File: config.mk
export PLATFORM = sky130hd
export DESIGN_NAME = stepped_time_setting_adjust_core
export DESIGN_NICKNAME = d
export VERILOG_FILES = /design/src/hw/rtl/stsa_pkg.sv /design/src/hw/rtl/stepped_time_setting_adjust_core.sv /design/src/hw/rtl/stsa_adjust.sv
export SDC_FILE = /design/constraint.sdc
export NUM_CORES = 1
export LEC_CHECK = 0
export ABC_AREA = 1
export BUFFER_PORTS_ARGS = -buffer_cell sky130_fd_sc_hd__buf_2
export CAP_MARGIN = 20
export CORE_MARGIN = 10
export CORE_UTILIZATION = 30
export DETAILED_ROUTE_END_ITERATION = 8
export SYNTH_ARGS = -nofsm -noshare
export SYNTH_HDL_FRONTEND = slang
export SYNTH_SLANG_ARGS = --single-unit
File: constraint.sdc
create_clock -name clock -period 10.1 [get_ports clock]
set_clock_uncertainty 0.15 [all_clocks]
set_input_delay 1.01 -clock clock [delete_from_list [all_inputs] [get_ports clock]]
set_output_delay 1.01 -clock clock [all_outputs]
set_load 0.005 [all_outputs]
File: src/hw/rtl/stsa_pkg.sv
package stsa_pkg;

   localparam int VALUE_W   = 30;
   localparam int SHUTTER_W = 19;
   localparam int SCREEN_W  = 20;
   localparam int DEVICE_W  = 30;
   localparam int INCR_W    = 25;
   localparam int STEP_W    = 8;
   localparam int SUM_W     = 34;
   localparam int RANGES    = 10;
   localparam int RANGE_IDX_W = $clog2(RANGES);

   typedef enum logic [1:0] {
      KIND_SHUTTER = 2'd0,
      KIND_SCREEN  = 2'd1,
      KIND_DEVICE  = 2'd2
   } kind_type;

   typedef struct packed {
      logic shutter_we;
      logic screen_we;
      logic device_we;
   } update_type;

   localparam logic [VALUE_W-1:0] RANGE_BOUND [RANGES-1] = '{
      30'd20, 30'd150, 30'd500, 30'd1000, 30'd10000, 30'd60000,
      30'd1800000, 30'd7200000, 30'd86400000
   };

   localparam logic [INCR_W-1:0] RANGE_INCR [RANGES] = '{
      25'd1, 25'd5, 25'd10, 25'd100, 25'd1000, 25'd5000,
      25'd60000, 25'd300000, 25'd3600000, 25'd21600000
   };

   localparam logic signed [SUM_W-1:0] SUM_ZERO    = 34'sd0;
   localparam logic signed [SUM_W-1:0] SUM_ONE     = 34'sd1;
   localparam logic signed [SUM_W-1:0] WRAP_LIMIT  = 34'sd2147483648;
   localparam logic signed [SUM_W-1:0] SHUTTER_MAX = 34'sd300000;
   localparam logic signed [SUM_W-1:0] SCREEN_MIN  = 34'sd10000;
   localparam logic signed [SUM_W-1:0] SCREEN_MAX  = 34'sd600000;
   localparam logic signed [SUM_W-1:0] DEVICE_MIN  = 34'sd60000;
   localparam logic signed [SUM_W-1:0] DEVICE_LIMIT = 34'sd1209600000;
   localparam logic signed [SUM_W-1:0] DEVICE_MAX  = 34'sd604800000;

   localparam logic [SHUTTER_W-1:0] SHUTTER_RESET = 19'd1;
   localparam logic [SCREEN_W-1:0]  SCREEN_RESET  = 20'd60000;
   localparam logic [DEVICE_W-1:0]  DEVICE_RESET  = 30'd1800000;

   // upward moves use strict bounds, downward moves inclusive bounds
   function automatic logic [INCR_W-1:0] range_incr(input logic [VALUE_W-1:0] v,
                                                   input logic up);
      logic [RANGE_IDX_W-1:0] idx;
      logic hit;
      idx = RANGE_IDX_W'(RANGES - 1);
      for (int i = RANGES - 2; i >= 0; i--) begin
         hit = up ? (v < RANGE_BOUND[i]) : (v <= RANGE_BOUND[i]);
         if (hit) begin
            idx = RANGE_IDX_W'(i);
         end
      end
      return RANGE_INCR[idx];
   endfunction

endpackage

File: src/hw/rtl/stepped_time_setting_adjust_core.sv
// Keeps the shutter, screen-off and device-off times in milliseconds (reset to 1, 60000 and
// 1800000) and moves the one named by each item by its signed encoder step count, with an
// increment that grows with the present value, then clamps it to that setting's range and
// returns the new value. One item is taken every cycle while the output is not stalled; an
// accepted item is held in the input register, the range select, the 25 by 8 bit step
// multiply and the clamp run combinationally on it, and the result register feeds the output.
// The setting is written at the same edge as the result, so the next item already sees it.
// An unused kind returns 0 and changes nothing. A stalled output holds the result and the
// item behind it.
module stepped_time_setting_adjust_core import stsa_pkg::*; (
   input  logic        clock,
   input  logic        reset,
   input  logic        req_tvalid,
   output logic        req_tready,
   input  logic [15:0] req_tdata,   // kind [1:0], step_count [9:2], zero [15:10]
   output logic        rsp_tvalid,
   input  logic        rsp_tready,
   output logic [31:0] rsp_tdata    // new_value_ms [29:0], zero [31:30]
);

   logic                     in_valid_ff, in_valid_in;
   kind_type                 kind_ff, kind_in;
   logic signed [STEP_W-1:0] step_ff, step_in;
   logic                     out_valid_ff, out_valid_in;
   logic [VALUE_W-1:0]       out_value_ff, out_value_in;
   logic [SHUTTER_W-1:0]     shutter_ff, shutter_in;
   logic [SCREEN_W-1:0]      screen_ff, screen_in;
   logic [DEVICE_W-1:0]      device_ff, device_in;

   logic                     advance;
   logic                     fire;
   logic [VALUE_W-1:0]       new_value;
   update_type               update;

   stsa_adjust u_adjust (
      .kind          (kind_ff),
      .step_count    (step_ff),
      .shutter_ms    (shutter_ff),
      .screen_off_ms (screen_ff),
      .device_off_ms (device_ff),
      .new_value_ms  (new_value),
      .update        (update)
   );

   always_comb begin
      advance      = !out_valid_ff || rsp_tready;
      fire         = in_valid_ff && advance;
      req_tready   = !in_valid_ff || advance;

      in_valid_in  = in_valid_ff;
      kind_in      = kind_ff;
      step_in      = step_ff;
      if (req_tready) begin
         in_valid_in = req_tvalid;
         kind_in     = kind_type'(req_tdata[1:0]);
         step_in     = $signed(req_tdata[9:2]);
      end

      out_valid_in = out_valid_ff;
      out_value_in = out_value_ff;
      if (advance) begin
         out_valid_in = in_valid_ff;
         out_value_in = new_value;
      end

      shutter_in = shutter_ff;
      screen_in  = screen_ff;
      device_in  = device_ff;
      if (fire && update.shutter_we) begin
         shutter_in = new_value[SHUTTER_W-1:0];
      end
      if (fire && update.screen_we) begin
         screen_in = new_value[SCREEN_W-1:0];
      end
      if (fire && update.device_we) begin
         device_in = new_value[DEVICE_W-1:0];
      end

      rsp_tvalid = out_valid_ff;
      rsp_tdata  = {2'b00, out_value_ff};
   end

   always_ff @(posedge clock) begin
      if (reset) begin
         in_valid_ff  <= 1'b0;
         out_valid_ff <= 1'b0;
         shutter_ff   <= SHUTTER_RESET;
         screen_ff    <= SCREEN_RESET;
         device_ff    <= DEVICE_RESET;
      end else begin
         in_valid_ff  <= in_valid_in;
         out_valid_ff <= out_valid_in;
         shutter_ff   <= shutter_in;
         screen_ff    <= screen_in;
         device_ff    <= device_in;
      end
   end

   always_ff @(posedge clock) begin
      kind_ff      <= kind_in;
      step_ff      <= step_in;
      out_value_ff <= out_value_in;
   end

   a_shutter_range: assert property (@(posedge clock) disable iff (reset)
      shutter_ff >= 19'd1 && shutter_ff <= 19'd300000)
      else $error("shutter time out of range");

   a_screen_range: assert property (@(posedge clock) disable iff (reset)
      screen_ff == '0 || (screen_ff >= 20'd10000 && screen_ff <= 20'd600000))
      else $error("screen-off time out of range");

   a_device_range: assert property (@(posedge clock) disable iff (reset)
      device_ff == '0 || (device_ff >= 30'd60000 && device_ff <= 30'd604800000))
      else $error("device-off time out of range");

   a_item_moves_on: assert property (@(posedge clock) disable iff (reset)
      (in_valid_ff && !out_valid_ff) |=> out_valid_ff)
      else $error("registered item did not reach the output");

endmodule

File: src/hw/rtl/stsa_adjust.sv
module stsa_adjust import stsa_pkg::*; (
   input  kind_type                   kind,
   input  logic signed [STEP_W-1:0]   step_count,
   input  logic [SHUTTER_W-1:0]       shutter_ms,
   input  logic [SCREEN_W-1:0]        screen_off_ms,
   input  logic [DEVICE_W-1:0]        device_off_ms,
   output logic [VALUE_W-1:0]         new_value_ms,
   output update_type                 update
);

   logic [VALUE_W-1:0]      cur;
   logic [INCR_W-1:0]       incr;
   logic signed [INCR_W:0]  incr_s;
   logic signed [SUM_W-1:0] prod;
   logic signed [SUM_W-1:0] sum;
   logic signed [SUM_W-1:0] v;
   logic                    neg;
   logic                    pos;

   always_comb begin
      neg = step_count[STEP_W-1];
      pos = !neg && (step_count != '0);
      case (kind)
         KIND_SHUTTER: cur = VALUE_W'(shutter_ms);
         KIND_SCREEN:  cur = VALUE_W'(screen_off_ms);
         KIND_DEVICE:  cur = VALUE_W'(device_off_ms);
         default:      cur = '0;
      endcase
      incr   = range_incr(cur, pos);
      incr_s = $signed({1'b0, incr});
      prod   = incr_s * step_count;
      sum    = $signed({{(SUM_W-VALUE_W){1'b0}}, cur}) + prod;

      v      = SUM_ZERO;
      update = '0;
      case (kind)
         KIND_SHUTTER: begin
            if (sum <= SUM_ZERO || sum > WRAP_LIMIT) begin
               v = SUM_ONE;
            end else if (sum > SHUTTER_MAX) begin
               v = SHUTTER_MAX;
            end else begin
               v = sum;
            end
            update.shutter_we = 1'b1;
         end
         KIND_SCREEN: begin
            if (cur == '0 && neg) begin
               v = SUM_ZERO;
            end else begin
               if (sum < SCREEN_MIN) begin
                  v = pos ? SCREEN_MIN : SUM_ZERO;
               end else if (sum > SCREEN_MAX) begin
                  v = SCREEN_MAX;
               end else begin
                  v = sum;
               end
               update.screen_we = 1'b1;
            end
         end
         KIND_DEVICE: begin
            if (cur == '0 && neg) begin
               v = SUM_ZERO;
            end else begin
               if (sum < DEVICE_MIN) begin
                  v = pos ? DEVICE_MIN : SUM_ZERO;
               end else if (sum > DEVICE_LIMIT) begin
                  v = SUM_ZERO;
               end else if (sum > DEVICE_MAX) begin
                  v = DEVICE_MAX;
               end else begin
                  v = sum;
               end
               update.device_we = 1'b1;
            end
         end
         default: begin
            v = SUM_ZERO;
         end
      endcase
      new_value_ms = v[VALUE_W-1:0];
   end

endmodule

==> out/results.ini <==
[run_status]
status=complete, no violations

[final_layout]
drive_gt1_share_pct=11.0
regArea_um2=2620
antenna_cells=0
utilization_pct=33.8
multi_input_comb_area_um2=10300
nFillCells=5343
area_delta_synth_final_pct=11.2
nets=2516

[worst_hold_path]
min_path_type=reg -> reg
whs_endpoint=screen_ff[15]$_SDFFE_PP1P_
min_from=screen_ff[15]$_SDFFE_PP1P_
hold_depth=2

[routing]
totalWireLength_mm=48.5
ant_nets=0
post-route-drc-count=0
dr.pass1.iters=6
viasPerCell=4.80
drt_iter0_drc=1176
vias=14000
routedWlPerCell_um=16.6

[placement]
hpwl_mm=40.8
gp_congestion=0.955
port-buffer-count=45

[global_routing]
grt_pass1_vias=13600
overflow=0
grtUsageTotal_pct=16.2
grt_pass1_wl_mm=76.1
grt_max_degree=44
grt_antenna_before_repair=1

[sta]
clock.fmax_mhz=105
relSlewSlack_pct=36.4
setup-tns-final_ns=0
hold_slack_ns=0.328
setup_viol=0
fin_crit_sh_pct=94.6
slew_violations=0
worst_pin_slew_ns=0.954
rsz0062_at_grt=false
fin_crit_ns=9.56
hold_viol=0

[floorplanning]
die_h_um=243
core_um2=49100
initial_core_util_pct=30.4
dieArea_um2=59000
io_pins=54
die_x_um=243
rows=81

[worst_setup_path]
cp-end-kind=flop
cp_top_family=simple AND/OR/NAND/NOR gates
cp_num_buf_inv=11
rr_startpoint=kind_ff[0]$_DFFE_PP_
worstPathMaxFanout=19
slowest_stage=fa_1
ff2ff_path_depth=47
cp.depth=47
r2r_end=out_value_ff[2]$_DFFE_PN_
r2r_slack_ns=0.54
slowest_delay_ns=0.54
cp_data_required_time_ns=10.08
cp_common_cell=nand2_1
cp-start-kind=flop
worstSetupPathType=reg -> reg
arrival_ns=9.53

[clock_network]
cts_inserted_buffers=9
cts_tree=done
clk_pin_slew_ns=0.09
cts_buffer_depth=2
cts_hold_buf=0
cts_resized=0
clk_latency_ns=0.38
cts_root_buf=clkbuf_16
cts.sinks=111
h-tree-depth=3

[yosys]
syn_avg_cell_area_um2=6.88
synthCells=2167
netlist.area_leader.share_pct=20.3
synth_warnings=0
synth-seq-cells=111
synthTopCellsByArea=fa_1, nand2_1, inv_1
ys_types=58
seq_area_frac_synth_pct=17.6
syn_area_um2=14900
synth_top_cell_by_area=fa_1

[job]
drv_cap=0

-- kinds of logic after synthesis --
logic type / after synthesis / synth area share, %
compound gates: 187 / 7.65
simple gates: 1093 / 32.3
flops: 111 / 17.6
fa+ha+maj: 250 / 28.6
xor+xnor: 5 / 0.294
buf+inv: 520 / 13.5
other cells: 1 / 0.0252
-- Yosys cell counts (all sizes together) --
cell type	instances
o22ai	4
clkbuf	27
nand3b	6
fa	151
nor2	249
edfxtp	40
buf	17
xor2	2
or2	1
nor3	27
nand4	36
o221ai	4
clkinv	7
o211ai	5
a21boi	1
nor4	5
o2111ai	1
a31oi	4
a21oi	103
o21bai	1
ha	99
inv	469
o21ai	50
and2	3
xnor2	3
dfxtp	71
a21o	1
nand3	151
conb	1
nand2	609
o31ai	2
o21a	11
and3	6
-- metrics by stage --
step | instance area [um^2] | std cells | worst slack, ns
5_1_grt | 16600 | 2915 | 0.0301
3_3_place_gp | 16200 | 2895 | 0.561
4_1_cts | 16500 | 2911 | 0.467
6_report | 16600 | 2915 | 0.543
3_5_place_dp | 16200 | 2895 | 0.537
2_1_floorplan | 14900 | 2169 | 2.29
-- registers in the layout, summed over array words and instances, names as in the netlist --
name	flops
out_value_ff	30
kind_ff	2
rsp_tvalid	1
in_valid_ff	1
step_ff	8
screen_ff	20
device_ff	30
shutter_ff	19
-- worst reg2reg max path: cells and delay by family (launching register included) --
family	cells	cell delay, ns
adder cells (fa/ha/maj)	6	2.96
buffers and inverters	11	1.39
AO/OA/AOI/OAI	3	0.43
AND/OR/NAND/NOR	27	3.89
flip-flops	1	0.51
-- layout make-up --
type	count	area share [%]
clock buffer	9	1.36
clock inverter	7	0.581
inverter	476	10.8
multi-input combinational	1538	62.0
sequential	111	15.8
tap	664	5.01
timing repair buffer	110	4.38
-- layer usage --
| layer | part of all wire (%) | up-vias | routed length, um | GRT usage, % |
|---|---|---|---|---|
| met4 | 2.9 | 2 | 1420 | 4.72 |
| li1 | - | 6814 | - | - |
| met5 | 0.027 | - | 13 | 0 |
| met3 | 6.1 | 76 | 2940 | 2.36 |
| met1 | 46 | 6609 | 22200 | 22.0 |
| met2 | 45 | 482 | 21900 | 26.3 |
-- what timing repair did --
| item | 4_1_cts | 5_1_grt |
|---|---|---|
| buffers inserted | 0 | 4 |
| endpoints found under the setup margin | 0 | 79 |
| hold endpoints to repair | 0 | 0 |
-- worst max-delay path by stage --
stage | from | end | slack (ns)
final | kind_ff[0]$_DFFE_PP_ | out_value_ff[2]$_DFFE_PN_ | 0.54
after global routing | kind_ff[0]$_DFFE_PP_ | shutter_ff[13]$_SDFFE_PP0P_ | 0.03
after CTS | kind_ff[1]$_DFFE_PP_ | out_value_ff[2]$_DFFE_PN_ | 0.47
after detailed placement | kind_ff[1]$_DFFE_PP_ | out_value_ff[2]$_DFFE_PN_ | 0.54
after global placement | kind_ff[1]$_DFFE_PP_ | out_value_ff[1]$_DFFE_PN_ | 0.56
after floorplan | kind_ff[0]$_DFFE_PP_ | out_value_ff[2]$_DFFE_PN_ | 2.29
-- cell usage in the layout (no fill, tap or decap), types with 3 or more instances in the layout --
cell,count
nand2_4,11
o21ai_0,40
nor4_1,4
nand3_1,140
nand3b_1,5
buf_4,64
o21a_1,11
a21oi_2,8
nand4_1,36
nor2_4,8
o22ai_1,3
o21ai_1,8
nand2_2,17
xnor2_1,3
a21oi_1,93
dfxtp_1,71
nand2_1,581
buf_2,45
clkbuf_16,9
nor2_1,223
inv_2,27
conb_1,3
nor3_1,25
o211ai_2,4
and3_1,6
ha_1,99
nor2_2,16
clkinv_1,7
edfxtp_1,40
a31oi_1,4
nand3_2,10
inv_1,440
fa_1,151
Power is left out: the tool's default activity adds up to more than one toggle a clock period on the data nets, which glitch-free logic cannot reach.
